[src/hdl/icsp_pkg.sv]
// Shared types, constants and helpers for the image container section parser.
// No dependencies; the parser RTL modules refer to this package by scoped names.
package icsp_pkg;

    localparam int unsigned COUNT_BITS_DEF = 32;

    localparam logic [1:0] ST_OK    = 2'd0;
    localparam logic [1:0] ST_SHORT = 2'd1;
    localparam logic [1:0] ST_BAD   = 2'd2;

    localparam logic [7:0] SEC_DIMS  = 8'h05;
    localparam logic [7:0] SEC_MULTI = 8'h0D;

    // Signature bytes in arrival order: element 0 comes first.
    localparam logic [3:0][7:0] SIG_BYTES = {8'h70, 8'h61, 8'h48, 8'h88};

    typedef struct packed {
        logic [7:0] data_byte;
        logic       last_byte;
    } t_beat;

    typedef struct packed {
        logic [1:0]  status;
        logic [31:0] image_width;
        logic [31:0] image_height;
        logic [31:0] frame_offset;
        logic [31:0] frame_length;
    } t_result;

    // Top-level frame section types.
    function automatic logic is_top_level(input logic [7:0] t);
        logic lo_ok;
        logic hi_ok;
        lo_ok = t[3:0] inside {4'hB, 4'hE, 4'hF, 4'h1};
        hi_ok = t[7:4] inside {4'hA, 4'hB, 4'hC};
        return (t == SEC_MULTI) || (lo_ok && hi_ok);
    endfunction

endpackage

[src/hdl/icsp_intf.sv]
// Valid/ready channel interfaces for the section parser's input bytes and results.
// Depends on nothing; payload fields are named after the block's item fields.
interface icsp_in_if;
    logic       valid;
    logic       ready;
    logic [7:0] data_byte;
    logic       last_byte;

    modport source (output valid, output data_byte, output last_byte, input ready);
    modport sink   (input valid, input data_byte, input last_byte, output ready);
endinterface

interface icsp_out_if;
    logic        valid;
    logic        ready;
    logic [1:0]  status;
    logic [31:0] image_width;
    logic [31:0] image_height;
    logic [31:0] frame_offset;
    logic [31:0] frame_length;

    modport source (output valid, output status, output image_width, output image_height,
                    output frame_offset, output frame_length, input ready);
    modport sink   (input valid, input status, input image_width, input image_height,
                    input frame_offset, input frame_length, output ready);
endinterface

[src/hdl/icsp_in_reg.sv]
// Input register of the section parser: holds one byte beat until the core takes it.
// Depends on icsp_pkg.
module icsp_in_reg (
    input  logic                 i_clk,
    input  logic                 i_rst_n,
    input  logic                 i_valid,
    output logic                 o_ready,
    input  icsp_pkg::t_beat      i_beat,
    input  logic                 i_take,
    output logic                 o_valid,
    output icsp_pkg::t_beat      o_beat
);
    logic            r_vld;
    icsp_pkg::t_beat r_beat;

    assign o_ready = !r_vld || i_take;
    assign o_valid = r_vld;
    assign o_beat  = r_beat;

    always_ff @(posedge i_clk) begin
        if (!i_rst_n) begin
            r_vld <= 1'b0;
        end else if (o_ready) begin
            r_vld <= i_valid;
        end
    end

    always_ff @(posedge i_clk) begin
        if (o_ready && i_valid) begin
            r_beat <= i_beat;
        end
    end
endmodule

[src/hdl/icsp_core.sv]
// Parse core: signature check, section header decode, dimensions capture, frame tracking.
// Depends on icsp_pkg. Updates its state on every taken beat; flags a result on the last.
module icsp_core #(
    parameter int unsigned COUNT_BITS = icsp_pkg::COUNT_BITS_DEF
) (
    input  logic              i_clk,
    input  logic              i_rst_n,
    input  logic              i_take,
    input  icsp_pkg::t_beat   i_beat,
    output logic              o_fire,
    output icsp_pkg::t_result o_result
);
    localparam logic [2:0] PH_SIG  = 3'd0;
    localparam logic [2:0] PH_HDR  = 3'd1;
    localparam logic [2:0] PH_BODY = 3'd2;
    localparam logic [2:0] PH_DONE = 3'd3;
    localparam logic [2:0] PH_ERR  = 3'd4;

    logic [2:0]            r_phase,      n_phase;
    logic [COUNT_BITS-1:0] r_pos,        n_pos;
    logic                  r_sig_err,    n_sig_err;
    logic [3:0]            r_hcnt,       n_hcnt;
    logic [23:0]           r_len3,       n_len3;
    logic [23:0]           r_len32_lo,   n_len32_lo;
    logic [7:0]            r_cur_type,   n_cur_type;
    logic [31:0]           r_remain,     n_remain;
    logic [7:0][7:0]       r_dims,       n_dims;
    logic                  r_have_dims,  n_have_dims;
    logic                  r_have_frame, n_have_frame;
    logic [31:0]           r_fstart,     n_fstart;
    logic [31:0]           r_fsize,      n_fsize;

    logic [7:0]  byte_in;
    logic [2:0]  hdr_idx;
    logic        hd4;
    logic        hd8;
    logic [7:0]  hd_type;
    logic [31:0] hd_body;
    logic [31:0] hd_hlen;
    logic        short_buf;
    logic [31:0] rem_dec;

    assign byte_in   = i_beat.data_byte;
    assign hdr_idx   = r_hcnt[2:0];
    assign hd4       = (hdr_idx == 3'd3) && (r_len3 != 24'd0);
    assign hd8       = (hdr_idx == 3'd7);
    assign hd_type   = hd8 ? r_cur_type : byte_in;
    assign hd_body   = hd8 ? {byte_in, r_len32_lo} : {8'd0, r_len3};
    assign hd_hlen   = hd8 ? 32'd8 : 32'd4;
    assign short_buf = (r_phase == PH_SIG) && i_beat.last_byte
                       && (r_pos < COUNT_BITS'(3));
    assign rem_dec   = r_remain - 32'd1;

    always_comb begin
        n_phase      = r_phase;
        n_pos        = r_pos;
        n_sig_err    = r_sig_err;
        n_hcnt       = r_hcnt;
        n_len3       = r_len3;
        n_len32_lo   = r_len32_lo;
        n_cur_type   = r_cur_type;
        n_remain     = r_remain;
        n_dims       = r_dims;
        n_have_dims  = r_have_dims;
        n_have_frame = r_have_frame;
        n_fstart     = r_fstart;
        n_fsize      = r_fsize;

        if (!short_buf && (r_phase != PH_DONE) && (r_phase != PH_ERR)) begin
            if (r_pos == '1) begin
                n_phase = PH_ERR;
            end else begin
                n_pos = r_pos + COUNT_BITS'(1);
                case (r_phase)
                    PH_SIG: begin
                        if (byte_in != icsp_pkg::SIG_BYTES[r_pos[1:0]]) begin
                            n_sig_err = 1'b1;
                        end
                        if (r_pos[1:0] == 2'd3) begin
                            n_phase = n_sig_err ? PH_ERR : PH_HDR;
                        end
                    end
                    PH_HDR: begin
                        n_hcnt = r_hcnt + 4'd1;
                        case (hdr_idx)
                            3'd0:    n_len3[7:0]       = byte_in;
                            3'd1:    n_len3[15:8]      = byte_in;
                            3'd2:    n_len3[23:16]     = byte_in;
                            3'd3:    n_cur_type        = byte_in;
                            3'd4:    n_len32_lo[7:0]   = byte_in;
                            3'd5:    n_len32_lo[15:8]  = byte_in;
                            3'd6:    n_len32_lo[23:16] = byte_in;
                            default: n_cur_type        = r_cur_type;
                        endcase
                        if (hd4 || hd8) begin
                            // Header complete: latch type and body length.
                            n_cur_type = hd_type;
                            n_remain   = hd_body;
                            n_hcnt     = 4'd0;
                            if (hd_type == icsp_pkg::SEC_DIMS) begin
                                n_have_dims = 1'b1;
                                n_dims      = '0;
                            end else if (icsp_pkg::is_top_level(hd_type)) begin
                                n_have_frame = 1'b1;
                                n_fstart     = 32'(r_pos) + 32'd1 - hd_hlen;
                                n_fsize      = hd_hlen + hd_body;
                            end
                            if ((hd_type == icsp_pkg::SEC_DIMS) && (hd_body < 32'd8)) begin
                                n_phase = PH_ERR;
                            end else if (hd_body == 32'd0) begin
                                n_phase = (n_have_dims && n_have_frame) ? PH_DONE : PH_HDR;
                            end else begin
                                n_phase = PH_BODY;
                            end
                        end
                    end
                    PH_BODY: begin
                        if ((r_cur_type == icsp_pkg::SEC_DIMS) && !r_hcnt[3]) begin
                            n_dims[hdr_idx] = byte_in;
                            n_hcnt          = r_hcnt + 4'd1;
                        end
                        n_remain = rem_dec;
                        if (rem_dec == 32'd0) begin
                            n_hcnt  = 4'd0;
                            n_phase = (r_have_dims && r_have_frame) ? PH_DONE : PH_HDR;
                        end
                    end
                    default: n_phase = r_phase;
                endcase
            end
        end
    end

    assign o_fire = i_take && i_beat.last_byte;

    always_comb begin
        o_result = '0;
        if (short_buf) begin
            o_result.status = icsp_pkg::ST_SHORT;
        end else if (n_phase == PH_DONE) begin
            o_result.status       = icsp_pkg::ST_OK;
            o_result.image_width  = n_dims[3:0];
            o_result.image_height = n_dims[7:4];
            o_result.frame_offset = n_fstart;
            o_result.frame_length = n_fsize;
        end else begin
            o_result.status = icsp_pkg::ST_BAD;
        end
    end

    // Control state: back to the signature phase after reset and after each last byte.
    always_ff @(posedge i_clk) begin
        if (!i_rst_n) begin
            r_phase      <= PH_SIG;
            r_pos        <= '0;
            r_sig_err    <= 1'b0;
            r_hcnt       <= 4'd0;
            r_have_dims  <= 1'b0;
            r_have_frame <= 1'b0;
        end else if (i_take) begin
            if (i_beat.last_byte) begin
                r_phase      <= PH_SIG;
                r_pos        <= '0;
                r_sig_err    <= 1'b0;
                r_hcnt       <= 4'd0;
                r_have_dims  <= 1'b0;
                r_have_frame <= 1'b0;
            end else begin
                r_phase      <= n_phase;
                r_pos        <= n_pos;
                r_sig_err    <= n_sig_err;
                r_hcnt       <= n_hcnt;
                r_have_dims  <= n_have_dims;
                r_have_frame <= n_have_frame;
            end
        end
    end

    // Payload state: only read once the matching control state says it is valid.
    always_ff @(posedge i_clk) begin
        if (i_take) begin
            r_len3     <= n_len3;
            r_len32_lo <= n_len32_lo;
            r_cur_type <= n_cur_type;
            r_remain   <= n_remain;
            r_dims     <= n_dims;
            r_fstart   <= n_fstart;
            r_fsize    <= n_fsize;
        end
    end
endmodule

[src/hdl/icsp_out_reg.sv]
// Result register of the section parser: holds one result beat until the sink takes it.
// Depends on icsp_pkg.
module icsp_out_reg (
    input  logic              i_clk,
    input  logic              i_rst_n,
    input  logic              i_load,
    input  icsp_pkg::t_result i_result,
    output logic              o_can_load,
    output logic              o_valid,
    input  logic              i_ready,
    output icsp_pkg::t_result o_result
);
    logic              r_vld;
    icsp_pkg::t_result r_result;

    assign o_can_load = !r_vld || i_ready;
    assign o_valid    = r_vld;
    assign o_result   = r_result;

    always_ff @(posedge i_clk) begin
        if (!i_rst_n) begin
            r_vld <= 1'b0;
        end else if (i_load) begin
            r_vld <= 1'b1;
        end else if (i_ready) begin
            r_vld <= 1'b0;
        end
    end

    always_ff @(posedge i_clk) begin
        if (i_load) begin
            r_result <= i_result;
        end
    end
endmodule

[src/hdl/image_container_section_parser_top.sv]
// Image container section parser. Feed the buffer one byte per beat on i_item, with
// last_byte set on the final byte; exactly one result beat per buffer comes out on
// o_result, carrying status (ok, buffer shorter than the signature, or bad image) and,
// when ok, the 32-bit width and height from the dimensions section and the offset and
// total length of the last top-level frame section. Fields other than status read zero
// unless status is ok. The block takes one byte every clock cycle with no gaps between
// buffers; a byte is held in the input register and its result, if any, is registered
// in the result register. A byte stalls only while a finished result still sits unread
// and the waiting byte is a last byte. After each last byte the parser is back in its
// initial state, ready for the next buffer. COUNT_BITS sets the byte-position counter;
// a buffer that is still being parsed when that counter is full is reported as bad.
// Depends on icsp_pkg, icsp_intf, icsp_in_reg, icsp_core and icsp_out_reg.
module image_container_section_parser_top #(
    parameter int unsigned COUNT_BITS = icsp_pkg::COUNT_BITS_DEF
) (
    input  logic       i_clk,
    input  logic       i_rst_n,
    icsp_in_if.sink    i_item,
    icsp_out_if.source o_result
);
    icsp_pkg::t_beat   in_beat;
    icsp_pkg::t_beat   held_beat;
    icsp_pkg::t_result core_result;
    icsp_pkg::t_result out_result;
    logic              held_valid;
    logic              take;
    logic              fire;
    logic              out_can_load;

    // Pack the incoming beat.
    assign in_beat.data_byte = i_item.data_byte;
    assign in_beat.last_byte = i_item.last_byte;

    // Advance a held byte unless it would produce a result while the result
    // register is still occupied and not being drained.
    assign take = held_valid && (!held_beat.last_byte || out_can_load);

    icsp_in_reg u_in_reg (
        .i_clk   (i_clk),
        .i_rst_n (i_rst_n),
        .i_valid (i_item.valid),
        .o_ready (i_item.ready),
        .i_beat  (in_beat),
        .i_take  (take),
        .o_valid (held_valid),
        .o_beat  (held_beat)
    );

    icsp_core #(
        .COUNT_BITS (COUNT_BITS)
    ) u_core (
        .i_clk    (i_clk),
        .i_rst_n  (i_rst_n),
        .i_take   (take),
        .i_beat   (held_beat),
        .o_fire   (fire),
        .o_result (core_result)
    );

    icsp_out_reg u_out_reg (
        .i_clk      (i_clk),
        .i_rst_n    (i_rst_n),
        .i_load     (fire),
        .i_result   (core_result),
        .o_can_load (out_can_load),
        .o_valid    (o_result.valid),
        .i_ready    (o_result.ready),
        .o_result   (out_result)
    );

    // Unpack the result beat onto the output channel.
    assign o_result.status       = out_result.status;
    assign o_result.image_width  = out_result.image_width;
    assign o_result.image_height = out_result.image_height;
    assign o_result.frame_offset = out_result.frame_offset;
    assign o_result.frame_length = out_result.frame_length;
endmodule

[src/flat_wrapper.sv]
// flat-port wrapper written by rule: the top's interface ports become plain ports
module image_container_section_parser_top_flat 
#(
    parameter int unsigned COUNT_BITS = icsp_pkg::COUNT_BITS_DEF
)
  (i_clk, i_rst_n, i_item_valid, i_item_data_byte, i_item_last_byte, i_item_ready, o_result_valid, o_result_status, o_result_image_width, o_result_image_height, o_result_frame_offset, o_result_frame_length, o_result_ready);
  icsp_in_if i_item_i ();
  icsp_out_if o_result_i ();
  input  logic i_clk;
  input  logic i_rst_n;
  input wire logic [$bits(i_item_i.valid)-1:0] i_item_valid;
  input wire logic [$bits(i_item_i.data_byte)-1:0] i_item_data_byte;
  input wire logic [$bits(i_item_i.last_byte)-1:0] i_item_last_byte;
  output wire logic [$bits(i_item_i.ready)-1:0] i_item_ready;
  output wire logic [$bits(o_result_i.valid)-1:0] o_result_valid;
  output wire logic [$bits(o_result_i.status)-1:0] o_result_status;
  output wire logic [$bits(o_result_i.image_width)-1:0] o_result_image_width;
  output wire logic [$bits(o_result_i.image_height)-1:0] o_result_image_height;
  output wire logic [$bits(o_result_i.frame_offset)-1:0] o_result_frame_offset;
  output wire logic [$bits(o_result_i.frame_length)-1:0] o_result_frame_length;
  input wire logic [$bits(o_result_i.ready)-1:0] o_result_ready;
  assign i_item_i.valid = i_item_valid;
  assign i_item_i.data_byte = i_item_data_byte;
  assign i_item_i.last_byte = i_item_last_byte;
  assign i_item_ready = i_item_i.ready;
  assign o_result_valid = o_result_i.valid;
  assign o_result_status = o_result_i.status;
  assign o_result_image_width = o_result_i.image_width;
  assign o_result_image_height = o_result_i.image_height;
  assign o_result_frame_offset = o_result_i.frame_offset;
  assign o_result_frame_length = o_result_i.frame_length;
  assign o_result_i.ready = o_result_ready;
  image_container_section_parser_top #(.COUNT_BITS(COUNT_BITS)) u_core (.i_clk(i_clk), .i_rst_n(i_rst_n), .i_item(i_item_i), .o_result(o_result_i));
endmodule
[config.mk]
export PLATFORM = sky130hd
export DESIGN_NAME = image_container_section_parser_top_flat
export DESIGN_NICKNAME = d
export VERILOG_FILES = /design/src/hdl/icsp_pkg.sv /design/src/hdl/icsp_intf.sv /design/src/hdl/icsp_in_reg.sv /design/src/hdl/icsp_core.sv /design/src/hdl/icsp_out_reg.sv /design/src/hdl/image_container_section_parser_top.sv /design/src/flat_wrapper.sv
export SDC_FILE = /design/constraint.sdc
export NUM_CORES = 1
export LEC_CHECK = 0
export BUFFER_PORTS_ARGS = -buffer_cell sky130_fd_sc_hd__clkbuf_2
export CORE_MARGIN = 2
export CORE_UTILIZATION = 45
export CTS_BUF_LIST = sky130_fd_sc_hd__clkbuf_2 sky130_fd_sc_hd__clkbuf_4 sky130_fd_sc_hd__clkbuf_8
export DETAILED_ROUTE_END_ITERATION = 10
export PLACE_DENSITY = 0.58
export SYNTH_ARGS = -nofsm -noshare
export SYNTH_HDL_FRONTEND = slang
export SYNTH_HIERARCHICAL = 1
export SYNTH_SLANG_ARGS = --single-unit
[constraint.sdc]
create_clock -name i_clk -period 38 [get_ports i_clk]
set_input_delay 1.9 -clock i_clk [delete_from_list [all_inputs] [get_ports i_clk]]
set_output_delay 1.9 -clock i_clk [all_outputs]
set_load 0.05 [all_outputs]
* Word level (Yosys, flattened, before mapping)
Cells that the tools add are included.
** Storage, ports and cells
- Logic and storage cells :: 209
- Bits of input ports :: 13
- RAM bits :: 0
- Bits in latches :: 0
- Flip-flop bits (word level) :: 399
- Output and inout bits :: 132
- Memories kept :: 0
- Memory bits (read-only) :: 0
** Operators by class
- Div/mod/pow operators :: 0
- Shift operators :: 0
- Reductions and logical operators :: 52
- Multipliers :: 0
- $add $sub $neg :: 5
- Eq/ne operators :: 28
- $lt $le $gt $ge :: 5
- Bitwise operators :: 2
- Muxes and demuxes :: 84
** Operators with widths (count)
- $mux 32 :: 17
- $mux 64 :: 5
- $pmux 64 s2 :: 1
- $bwmux 64 :: 1
- $logic_not 32->1 :: 2
- $pmux 32 s2 :: 1
- $reduce_and 5->1 :: 10
- $mux 8 :: 5
- $add 32x1->32 const B :: 1
- $add 4x32->32 :: 1
- $eq 32x32->1 const B :: 1
- $lt 32x2->1 const B :: 1
- $lt 32x4->1 const B :: 1
- $sub 32x1->32 const B :: 1
- $sub 32x4->32 :: 1
- $mux 1 :: 31
- $mux 4 :: 7
- $demux 8 s3 :: 1
- $eq 4x4->1 const B :: 6
- $mux 3 :: 8
- $reduce_bool 24->1 :: 1
- $bmux 8 s2 :: 1
- $eq 8x3->1 const B :: 2
- $logic_and 1x1->1 :: 14
- 29 further kinds :: 56

* Logic depth before layout (Yosys ltp)
Gate-level depths: netlist (run 1).
- Depth in word-level cells :: 23
- Depth in mapped cells :: 19
- Gate-level depth less buffers :: 13

* Cells and area by module
The synthesis (run 1) kept the hierarchy.
** Modules (own cells, without submodules)
- icsp_core :: instances 1, area an instance 16414.5 um2, cells an instance 1611
- icsp_out_reg :: instances 1, area an instance 3952.5 um2, cells an instance 134
- icsp_in_reg :: instances 1, area an instance 327.8 um2, cells an instance 14
- image_container_section_parser_top :: instances 1, area an instance 11.3 um2, cells an instance 2

* Least setup slack after synthesis (run 1)
Ideal clock, no wire load.
- Kind :: input to register
- Start :: in o_result_ready
- End :: reg u_core.u_out_reg.r_vld, in the netlist u_core/u_out_reg/o_valid
- Data required time :: 37921 ps
- Setup time :: 79 ps
- Arrival time :: 14762 ps
- Buffers on the path :: 1
- Slack :: 23159 ps
- Stages :: 8
- Cells stage by stage :: nand2b_4 inv_1 a21boi_1 clkbuf_1 inv_1 nor2_1 inv_1 a21boi_2
** On the way
- Longest elaborated chain between the ends :: 5
- Elaborated cells between the ends (all ways) :: 6
** RTL lines
- start, declared :: line flat_wrapper.sv:21 : input wire logic [$bits(o_result_i.ready)-1:0] o_result_ready;
- $logic_or 1x1->1 * :: line icsp_out_reg.sv:16 : assign o_can_load = !r_vld || i_ready;
- $logic_or 1x1->1 * :: line image_container_section_parser_top.sv:36 : assign take = held_valid && (!held_beat.last_byte || out_can_load);
- $logic_and 1x1->1 * :: line image_container_section_parser_top.sv:36
- via u_core.take :: line image_container_section_parser_top.sv:26 : logic take;
- $logic_and 1x1->1 * :: line icsp_core.sv:134 : assign o_fire = i_take && i_beat.last_byte;
- via u_core.fire :: line image_container_section_parser_top.sv:27 : logic fire;
- $mux 1 or $reduce_bool 2->1 (tied branches)
- end signal, assigned :: line icsp_out_reg.sv:22 : r_vld <= 1'b0;
- end signal, assigned :: line icsp_out_reg.sv:24 : r_vld <= 1'b1;
- end signal, assigned :: line icsp_out_reg.sv:26 : r_vld <= 1'b0;
- end, declared :: line icsp_out_reg.sv:13 : logic r_vld;
The timed path passes the listed nets; every way through them passes the cells marked *.
A chain may end at the register's enable or synchronous reset.

* Final worst setup path (run 1)
- Start :: reg u_core.u_core.r_hcnt[1]
- End :: reg u_core.u_out_reg.r_result (netlist bit u_core/u_out_reg/o_result[115]), data pin
** On the way
- Longest elaborated chain between the ends :: 23
- Elaborated cells between the ends (all ways) :: 56
** RTL lines
- start, declared :: line icsp_core.sv:22 : logic [3:0] r_hcnt, n_hcnt;
- start signal, assigned :: line icsp_core.sv:172 : r_hcnt <= n_hcnt;
- $eq 3x3->1 :: line icsp_core.sv:46 : assign hd8 = (hdr_idx == 3'd7);
- $mux 8 :: line icsp_core.sv:47 : assign hd_type = hd8 ? r_cur_type : byte_in;
- $eq 4x4->1 (tied with other cells) :: line icsp_pkg.sv:34 : lo_ok = t[3:0] inside {4'hB, 4'hE, 4'hF, 4'h1};
- $reduce_bool 4->1 or $reduce_bool 3->1 (tied branches) :: line icsp_pkg.sv:34, icsp_pkg.sv:35
- $logic_and 1x1->1 :: line icsp_pkg.sv:36 : return (t == SEC_MULTI) || (lo_ok && hi_ok);
- $logic_or 1x1->1 :: line icsp_pkg.sv:36
- $mux 1 :: line icsp_core.sv:103 : end else if (icsp_pkg::is_top_level(hd_type)) begin
- $mux 1 :: line icsp_core.sv:100 : if (hd_type == icsp_pkg::SEC_DIMS) begin
- (+7 left out)
- $mux 3 :: line icsp_core.sv:108 : if ((hd_type == icsp_pkg::SEC_DIMS) && (hd_body < 32'd8)) begin
- $mux 3 :: line icsp_core.sv:95 : if (hd4 || hd8) begin
- $pmux 3 s3 :: line icsp_core.sv:74 : case (r_phase)
- $mux 3 :: line icsp_core.sv:70 : if (r_pos == '1) begin
- $mux 3 :: line icsp_core.sv:69 : if (!short_buf && (r_phase != PH_DONE) && (r_phase != PH_ERR)) begin
- $eq 3x2->1 :: line icsp_core.sv:140 : end else if (n_phase == PH_DONE) begin
- $not 1->1 (no line)
- $reduce_or 2->1 (no line)
- end signal, assigned :: line icsp_out_reg.sv:32 : r_result <= i_result;
- end, declared :: line icsp_out_reg.sv:14 : icsp_pkg::t_result r_result;
Parallel ways exist; a longest one is shown, timed or not. The select of a mux whose other input is x is not followed.

==> impl_metrics.ini, run 1 <==
[setup_path]
rrSetupSlack_ps = 32100
reg2reg_depth = 13
cp_max_fo = 75
worstPathRequired_ps = 38370
r2r-end = u_core/u_out_reg/o_result[115]
cp-endpoint = u_core/u_out_reg/o_result[115]
arrival_ps = 6280
critPathLaunch = u_core/u_core/r_hcnt[1]
start_kind = flop
r2r-start = u_core/u_core/r_hcnt[1]
end_kind = flop
critical_path_class = reg2reg

[floorplan]
top_level_ports = 145
die_y_um = 219
die_area_um2 = 47700
row_count = 78
core_area_um2 = 45400
die_width_um = 219
initial_utilization = 0.456

[logic_synthesis]
synth-edff-count = 355
netlist_area_um2 = 20700
yosys.area.top_type_share = 0.515
synth_seq_cells = 399
post-synth-top-area-cell = edfxtp_1
synth_ff_type = edfxtp_1
synth_area_leaders = edfxtp_1, nor2b_4, dfxtp_1, nand2_1, o21ai_0
synthArstFlopShare = 0
synth_nets = 1790
avgSynthCellArea_um2 = 11.8
yosys_warnings = 6
synth.distinct_cells = 95
ys_seq_area_frac = 0.557
syn_inst = 1761

[grt]
grt_most_used_layer = met2
gr-usage-all-layers = 0.213
grt_pass1_vias = 13700
use_met3 = 0.0356
grt-ovfl-total = 0
grt_pass1_wl_mm = 78.8
antenna_found_initial = 2
grt_use_met1 = 0.303
grt_util_met2 = 0.328
grt_max_degree = 140

[timing]
rsz0062_at_grt = false
finalClockSkew_ps = 36.6
setup_viol = 0
tightestPinTransition_ps = 1040
finalHoldWorstSlack_ps = 506
period_share = 0.155
setup_tns_ps = 0
fin_crit_ps = 5900
hold_viol = 0
relSlewSlack = 0.305
fmax_mhz = 169
drv_slew = 0

[drt]
dr.pass1.iters = 7
wirelength_mm = 50.6
num_vias = 14000
drt_iter0_drc = 1240
wl_per_cell_um = 19.8
viasPerCell = 5.49
drc_errors = 0
final_antenna_net_count = 0

[placed_design]
placed_area_um2 = 21800
gp_congestion = 0.878
dp_cells = 2433
dp.final_hpwl_mm = 33.6
port_buffers = 144

[outcome]
status = finished, final reports clean

[worst_hold_path]
min_path_type = reg2reg
worstHoldStart = u_core/u_core/r_sig_err

[final_layout]
antenna_cells = 0
final_cell_mix = edfxtp_1, nand2_1, o21ai_0, clkbuf_2, nor2b_4
nFillCells = 4080
drive_above_1_share = 0.239
area_delta_synth_final_pct = 11.7
nets = 1934
layout.cells.non_filler = 2558
design_area_um2 = 23100
final_common_cell = edfxtp_1

[flow_run]
maxCapViolations = 0

[clocking]
clk_pin_slew_worst_paths_ps = 60
cts_made_buffers = 70
cts_sinks = 399
cts_resized = 0
clk_latency_ps = 660
cts_setup_buffers = 0
clockBufferDepth = 3
cts_tree = done
cts-root-buf = clkbuf_8
htree_levels = 3
hold_buffers = 0

[pwr]
finalPower_w = 0.000942
powerDensity_nw_per_um2 = 40.7
peakVddDrop_v = 0.0000272
cellLeakagePower_nw = 8.31
[state kept, by name (all words and copies together) (netlist names), named ones only]
name,count
u_core/u_core/r_cur_type,4
u_core/u_core/r_fsize,32
u_core/u_core/r_pos,32
u_core/u_out_reg/o_result,130
u_core/u_core/r_remain,32
u_core/u_core/r_len3,24
u_core/u_core/r_phase,3
u_core/u_core/r_fstart,32
u_core/u_in_reg/o_valid,1
u_core/u_in_reg/o_beat,9
u_core/u_core/r_sig_err,1
u_core/u_core/r_have_frame,1
u_core/u_core/r_dims,64
u_core/u_core/r_len32_lo,24
u_core/u_core/r_hcnt,4
u_core/u_core/r_have_dims,1
u_core/u_out_reg/o_valid,1
[synth_stat cells, types with 11 or more instances]
| cell type | number |
|---|---|
| a21oi_1 | 56 |
| and2_1 | 31 |
| and3_1 | 18 |
| and4_1 | 11 |
| buf_12 | 11 |
| buf_2 | 25 |
| clkbuf_1 | 39 |
| dfxtp_1 | 44 |
| edfxtp_1 | 355 |
| ha_1 | 14 |
| inv_1 | 31 |
| mux2_2 | 29 |
| mux2i_1 | 25 |
| nand2_1 | 227 |
| nand3_1 | 46 |
| nand4_1 | 21 |
| nor2_1 | 95 |
| nor2b_1 | 35 |
| nor2b_2 | 11 |
| nor2b_4 | 99 |
| nor3_1 | 39 |
| nor4_1 | 29 |
| o21ai_0 | 160 |
| or3_1 | 18 |
| xnor2_1 | 55 |
| xor2_1 | 54 |
[area by class of cell]
cell class	count	area, um2	share of cell area
sequential	399	11500	0.499
timing repair buffer	162	868	0.0375
multi-input combinational	1241	8480	0.367
clock buffer	95	1160	0.0500
clock inverter	30	211	0.00914
inverter	31	116	0.00503
tap	600	751	0.0325
[layer usage]
layer	share of wire	vias up	wire length (um)
li1	-	6708	-
met2	0.46	433	23200
met5	0	-	0
met1	0.46	6833	23300
met3	0.059	70	2990
met4	0.021	0	1090
[worst max-delay path: stages, from the launching register on]
cell	delay [ps]
dfxtp_1	540
ha_1	270
ha_2	180
buf_4	660
mux2_2	460
a21o_1	180
nor3_1	390
or3_1	190
a222oi_1	80
a31oi_1	280
a211o_4	460
buf_4	810
buf_4	900
nor2b_2	80
[metrics by stage]
stage,util,setup slack (ps)
5_1_grt,0.510,31750
6_report,0.510,32100
3_5_place_dp,0.480,32080
3_3_place_gp,0.480,32290
4_1_cts,0.510,32080
2_1_floorplan,-,23160
[where the power goes]
group	internal [W]	leakage, nW	switching [W]
clock network	0.000207	0.726	0.000184
logic	0.0000141	3.94	0.0000391
registers	0.000491	3.64	0.00000600
total	0.000713	8.31	0.000229
[worst min-delay path by stage]
stage	slack, ps	to	depth (start not counted)
2_1_floorplan	460	u_core/u_core/r_sig_err	2
4_1_cts	500	u_core/u_core/r_sig_err	2
3_3_place_gp	490	u_core/u_core/r_have_frame	2
3_5_place_dp	490	u_core/u_core/r_sig_err	2
5_1_grt	530	u_core/u_in_reg/o_valid	2
6_report	510	u_core/u_core/r_sig_err	2
[logic make-up (layout without fill, tap and decap cells)]
family,Yosys count,in the layout,share of synthesized area
buffers and inverters,121,318,0.0348
flip-flops,399,399,0.557
multiplexers,54,54,0.0279
AO/OA/AOI/OAI,316,316,0.0906
AND/OR/NAND/NOR,745,745,0.232
adder cells (fa/ha/maj),16,16,0.0104
XOR/XNOR,110,110,0.0469
Power figures use the tool's default switching activity.
==> inputs of run 2 (changes only) <==
--- a/config.mk
+++ b/config.mk
@@ -10,7 +10,7 @@
 export CORE_UTILIZATION = 45
 export CTS_BUF_LIST = sky130_fd_sc_hd__clkbuf_2 sky130_fd_sc_hd__clkbuf_4 sky130_fd_sc_hd__clkbuf_8
 export DETAILED_ROUTE_END_ITERATION = 10
-export PLACE_DENSITY = 0.58
+export PLACE_DENSITY = 0.61
 export SYNTH_ARGS = -nofsm -noshare
 export SYNTH_HDL_FRONTEND = slang
 export SYNTH_HIERARCHICAL = 1
==> constraint.sdc (replaced) <==
create_clock -name i_clk -period 5.3 [get_ports i_clk]
set_input_delay 0.265 -clock i_clk [delete_from_list [all_inputs] [get_ports i_clk]]
set_output_delay 0.265 -clock i_clk [all_outputs]
set_load 0.05 [all_outputs]
==> run 2 against run 1 <==
- cell area increased by 1.2%
- core utilization increased by 0.62 points
- fmax increased by 29%
- sequential cell count unchanged
- clock skew increased by 6.9 ps
- routed wire length increased by 0.25%
- largest cell class unchanged
- largest power group unchanged
==> impl_metrics.ini, run 2 (same netlist as run 1, synthesis figures left out) <==
[timing]
relSlewSlack = 0.286
drv_slew = 0
fin_crit_ps = 4590
period_share = 0.866
fmax_mhz = 218
hold_viol = 0
tightestPinTransition_ps = 1060
setup_viol = 0
finalWorstSetupSlack_ps = 712
rsz0062_at_grt = false
finalClockSkew_ps = 43.5

[floorplan]
die_area_um2 = 47700
row_count = 78
die_width_um = 219
die_y_um = 219
top_level_ports = 145
initial_utilization = 0.456
core_area_um2 = 45400

[clocking]
cts_setup_buffers = 0
clk_pin_slew_worst_paths_ps = 60
clk_latency_ps = 650
htree_levels = 3
cts-root-buf = clkbuf_8
cts_sinks = 399
cts_tree = done
cts_made_buffers = 70
clockBufferDepth = 3

[setup_path]
cp_max_fo = 28
cp_num_cells = 11
r2r-end = u_core/u_out_reg/o_result[5]
arrival_ps = 4930
cp_cell_sequence = ha_1, ha_2, mux2_2, a21o_1, nor3_1, or3_1, a222oi_1, a31oi_1, a211o_4, buf_4, nor2b_1
end_kind = flop
cp-endpoint = u_core/u_out_reg/o_result[5]
cpMaxStageDelayCell = buf_4
critPathLaunch = u_core/u_core/r_hcnt[1]
crit_path_max_incr_delay_ps = 660
worstPathRequired_ps = 5640
reg2reg_depth = 11
r2r-start = u_core/u_core/r_hcnt[1]
path_buf_inv = 1
rrSetupSlack_ps = 710
path_delay_family = compound AO/OA/AOI/OAI gates
start_kind = flop
critical_path_class = reg2reg

[final_layout]
final_common_cell = edfxtp_1
nFillCells = 4090
final_cell_mix = edfxtp_1, nand2_1, o21ai_0, clkbuf_2, nor2b_4
area_delta_synth_final_pct = 13.1
design_area_um2 = 23400
final-seq-area_um2 = 11500
nets = 1951
drive_above_1_share = 0.239
multi_input_area_um2 = 8480
largest_register_ff_count = 130
antenna_cells = 0

[drt]
dr.pass1.iters = 6
wirelength_mm = 50.7
drt_iter0_drc = 1240
num_vias = 14100
drc_errors = 0
wl_per_cell_um = 19.7
viasPerCell = 5.49
final_antenna_net_count = 0

[grt]
use_met3 = 0.0390
grt_most_used_layer = met2
grt_pass1_wl_mm = 79.0
grt_max_degree = 140
grt-ovfl-total = 0
grt_util_met2 = 0.329
antenna_found_initial = 0
grt_pass1_vias = 13800
gr-usage-all-layers = 0.213
grt_use_met1 = 0.303

[pwr]
powerDensity_nw_per_um2 = 296
cellLeakagePower_nw = 8.43
peakVddDrop_v = 0.000206
finalPower_w = 0.00693

[placed_design]
place_ws_ps = 772
dp.final_hpwl_mm = 33.8
gp_congestion = 0.865
port_buffers = 144
placed_area_um2 = 21800

[flow_run]
maxCapViolations = 0

[worst_hold_path]
min_path_type = in2reg
hold_depth = 2

[outcome]
status = finished, final reports clean
## run 2: cell count changes in the layout (fill, tap and decap cells not counted), sizes merged
cell / previous run / this run
dlygate4sd3: 0 / 11
clkbuf: 239 / 231
buf: 18 / 24
bufinv: 1 / 5
clkinv: 25 / 28
inv: 33 / 36
## run 2: final cells by class
cell class | instances | share of cell area
clock buffer | 87 | 0.0477
sequential | 399 | 0.493
inverter | 31 | 0.00497
tap | 600 | 0.0321
clock inverter | 40 | 0.0150
timing repair buffer | 179 | 0.0448
multi-input combinational | 1241 | 0.362
## run 2: power by group
group / switching, W / internal [W]
sequential: 0.0000460 / 0.00352
combinational: 0.000278 / 0.000108
clock: 0.00132 / 0.00166
total: 0.00165 / 0.00528
## run 2: routing by layer
| metal | up-vias | part of all wire |
|---|---|---|
| met5 | - | 0 |
| met4 | 0 | 0.019 |
| met3 | 58 | 0.058 |
| met2 | 422 | 0.46 |
| met1 | 6945 | 0.46 |
| li1 | 6721 | - |
## run 2: timing repair
item | 4_1_cts | 5_1_grt
setup endpoints to repair | 0 | 0
hold buffers | 11 | 0
gates resized for setup | 0 | 0
endpoints found under the hold margin | 11 | 0
## run 2: metrics by stage
step	TNS, ps	hold WS, ps	instances	utilization
after floorplan	-36130	364	1761	-
after global placement	0	445	2439	0.481
after detailed placement	0	446	2439	0.481
after CTS	0	300	2577	0.516
after global routing	0	336	2577	0.516
final	0	347	2577	0.516
## run 2: how the worst min path moves through the flow
stage                     slack, ps                 from                         to
after floorplan                 360     i_item_last_byte  u_core/u_in_reg/o_beat[0]
after global placement          440     i_item_last_byte  u_core/u_in_reg/o_beat[0]
after detailed placement        450     i_item_last_byte  u_core/u_in_reg/o_beat[0]
after CTS                       300  i_item_data_byte[0]  u_core/u_in_reg/o_beat[1]
after global routing            340  i_item_data_byte[1]  u_core/u_in_reg/o_beat[2]
final                           350  i_item_data_byte[6]  u_core/u_in_reg/o_beat[7]
==> inputs of run 3 (changes only) <==
--- a/config.mk
+++ b/config.mk
@@ -7,10 +7,10 @@
 export LEC_CHECK = 0
 export BUFFER_PORTS_ARGS = -buffer_cell sky130_fd_sc_hd__clkbuf_2
 export CORE_MARGIN = 2
-export CORE_UTILIZATION = 45
+export CORE_UTILIZATION = 42
 export CTS_BUF_LIST = sky130_fd_sc_hd__clkbuf_2 sky130_fd_sc_hd__clkbuf_4 sky130_fd_sc_hd__clkbuf_8
 export DETAILED_ROUTE_END_ITERATION = 10
-export PLACE_DENSITY = 0.61
+export PLACE_DENSITY = 0.57
 export SYNTH_ARGS = -nofsm -noshare
 export SYNTH_HDL_FRONTEND = slang
 export SYNTH_HIERARCHICAL = 1
==> run 3 against run 2 <==
- sequential cell count unchanged
- cell area increased by 0.40%
- clock-buffer cell count increased by 8
- routed wire length increased by 1.9%
- fmax increased by 0.93%
- first-iteration DRC count decreased by 5.6%
- worst hold slack improved by 5.0 ps
- clock power decreased by 2%
- largest power group unchanged
==> impl_metrics.ini, run 3 (same netlist as run 1, synthesis figures left out) <==
[outcome]
status = finished, final reports clean

[drt]
wirelength_mm = 51.7
drt_iter0_drc = 1171
final_antenna_net_count = 0
drc_errors = 0
viasPerCell = 5.32
num_vias = 14100
dr.pass1.iters = 6
wl_per_cell_um = 19.5

[final_layout]
area_delta_synth_final_pct = 13.5
layout.cells.non_filler = 2647
drive_above_1_share = 0.243
antenna_cells = 0
final_cell_mix = edfxtp_1, nand2_1, o21ai_0, clkbuf_2, nor2b_4
largest_register_ff_count = 130
fin_util = 0.481
nets = 1961
final_common_cell = edfxtp_1

[clocking]
cts_made_buffers = 72
cts_setup_buffers = 0
cts_tree = done
cts_sinks = 399
clockBufferDepth = 3
clk_pin_slew_worst_paths_ps = 60
htree_levels = 3
cts-root-buf = clkbuf_8
clk_latency_ps = 650
cts_resized = 0

[flow_run]
maxCapViolations = 0

[timing]
hold_viol = 0
rsz0062_at_grt = false
setup_viol = 0
fmax_mhz = 220
tightestPinTransition_ps = 996
fin_crit_ps = 4550
relSlewSlack = 0.336
finalClockSkew_ps = 34.0
period_share = 0.858
drv_slew = 0
setup_tns_ps = 0

[floorplan]
core_area_um2 = 48800
top_level_ports = 145
die_y_um = 226
row_count = 81
die_width_um = 226
die_area_um2 = 51100
initial_utilization = 0.424

[placed_design]
gp_congestion = 0.864
dp.final_hpwl_mm = 35.0
port_buffers = 144
dp_cells = 2511

[grt]
grt_pass1_vias = 13800
grt_pass1_wl_mm = 79.7
antenna_found_initial = 2
gr-usage-all-layers = 0.202
grt-ovfl-total = 0
grt_max_degree = 81

[setup_path]
path_buf_inv = 1
cp_max_fo = 41
worstPathRequired_ps = 5660
path_delay_family = compound AO/OA/AOI/OAI gates
start_kind = flop
end_kind = flop
arrival_ps = 4910
cp_cell_sequence = ha_1, ha_2, mux2_2, a21o_1, nor3_1, or3_1, a222oi_1, a31oi_1, a211o_4, buf_4, nor2b_4
crit_path_max_incr_delay_ps = 800
critical_path_class = reg2reg
cpMaxStageDelayCell = a211o_4

[pwr]
powerDensity_nw_per_um2 = 293
intPower_w = 0.00524
combPwrFrac = 0.056
seqPwrFrac = 0.518
finalPower_w = 0.00688
cellLeakagePower_nw = 8.46
p_sw_w = 0.00163
peakVddDrop_v = 0.000181
clkPwrFrac = 0.425
netSwitchingFraction = 0.238

[worst_hold_path]
min_path_type = in2reg
[run 3: worst paths after layout]
path                           start                            end  slack, ps  cells after the start
min reg2reg  u_core/u_core/r_sig_err        u_core/u_core/r_sig_err        500                      2
max reg2reg  u_core/u_core/r_hcnt[1]  u_core/u_out_reg/o_result[40]        750                     11
min              i_item_data_byte[0]      u_core/u_in_reg/o_beat[1]        350                      2
max          u_core/u_core/r_hcnt[1]  u_core/u_out_reg/o_result[40]        750                     11
[run 3: per-layer routing]
metal  GRT usage  vias up  part of all wire  wire length [um]
met4      0.0702        0             0.020              1020
met3      0.0392       69             0.058              3020
met2       0.309      405              0.45             23500
met5           0        -                 0                 0
met1       0.287     6876              0.47             24100
li1            -     6737                 -                 -
[run 3: power groups by stage]
stage / logic (W) / registers (W) / clock network (W)
finish: 0.000388 / 0.00357 / 0.00292
detailed placement: 0.000383 / 0.00363 / 0
global placement: 0.000380 / 0.00363 / 0
floorplan: 0.000169 / 0.00373 / 0
CTS: 0.000391 / 0.00357 / 0.00302
global route: 0.000415 / 0.00357 / 0.00315
[run 3: repair_timing]
action,4_1_cts,5_1_grt
endpoints found under the setup margin,0,0
hold buffers,11,0
hold endpoints to repair,11,0
[run 3: layout make-up]
cell class / instances / area (um2)
Timing Repair Buffer: 187 / 1110
Multi-Input combinational cell: 1241 / 8480
Tap cell: 664 / 831
Sequential cell: 399 / 11500
Clock buffer: 95 / 1190
Clock inverter: 30 / 235
Fill cell: 4514 / 25300
Inverter: 31 / 116
[run 3: worst register-to-register path, cell delays in order, from the launching register on]
cell and delay, ps:
dfxtp_1 530, ha_1 250, ha_2 530, mux2_2 450, a21o_1 180, nor3_1 390, or3_1 180, a222oi_1 80
a31oi_1 280, a211o_4 800, buf_4 530, nor2b_4 70
[run 3: metrics by stage]
| step | area [um2] | setup WS [ps] | hold slack [ps] |
|---|---|---|---|
| after floorplan | 20700 | -276 | 364 |
| after global placement | 22000 | 885 | 455 |
| after detailed placement | 22000 | 793 | 451 |
| after CTS | 23500 | 746 | 289 |
| after global routing | 23500 | 304 | 321 |
| final | 23500 | 754 | 352 |
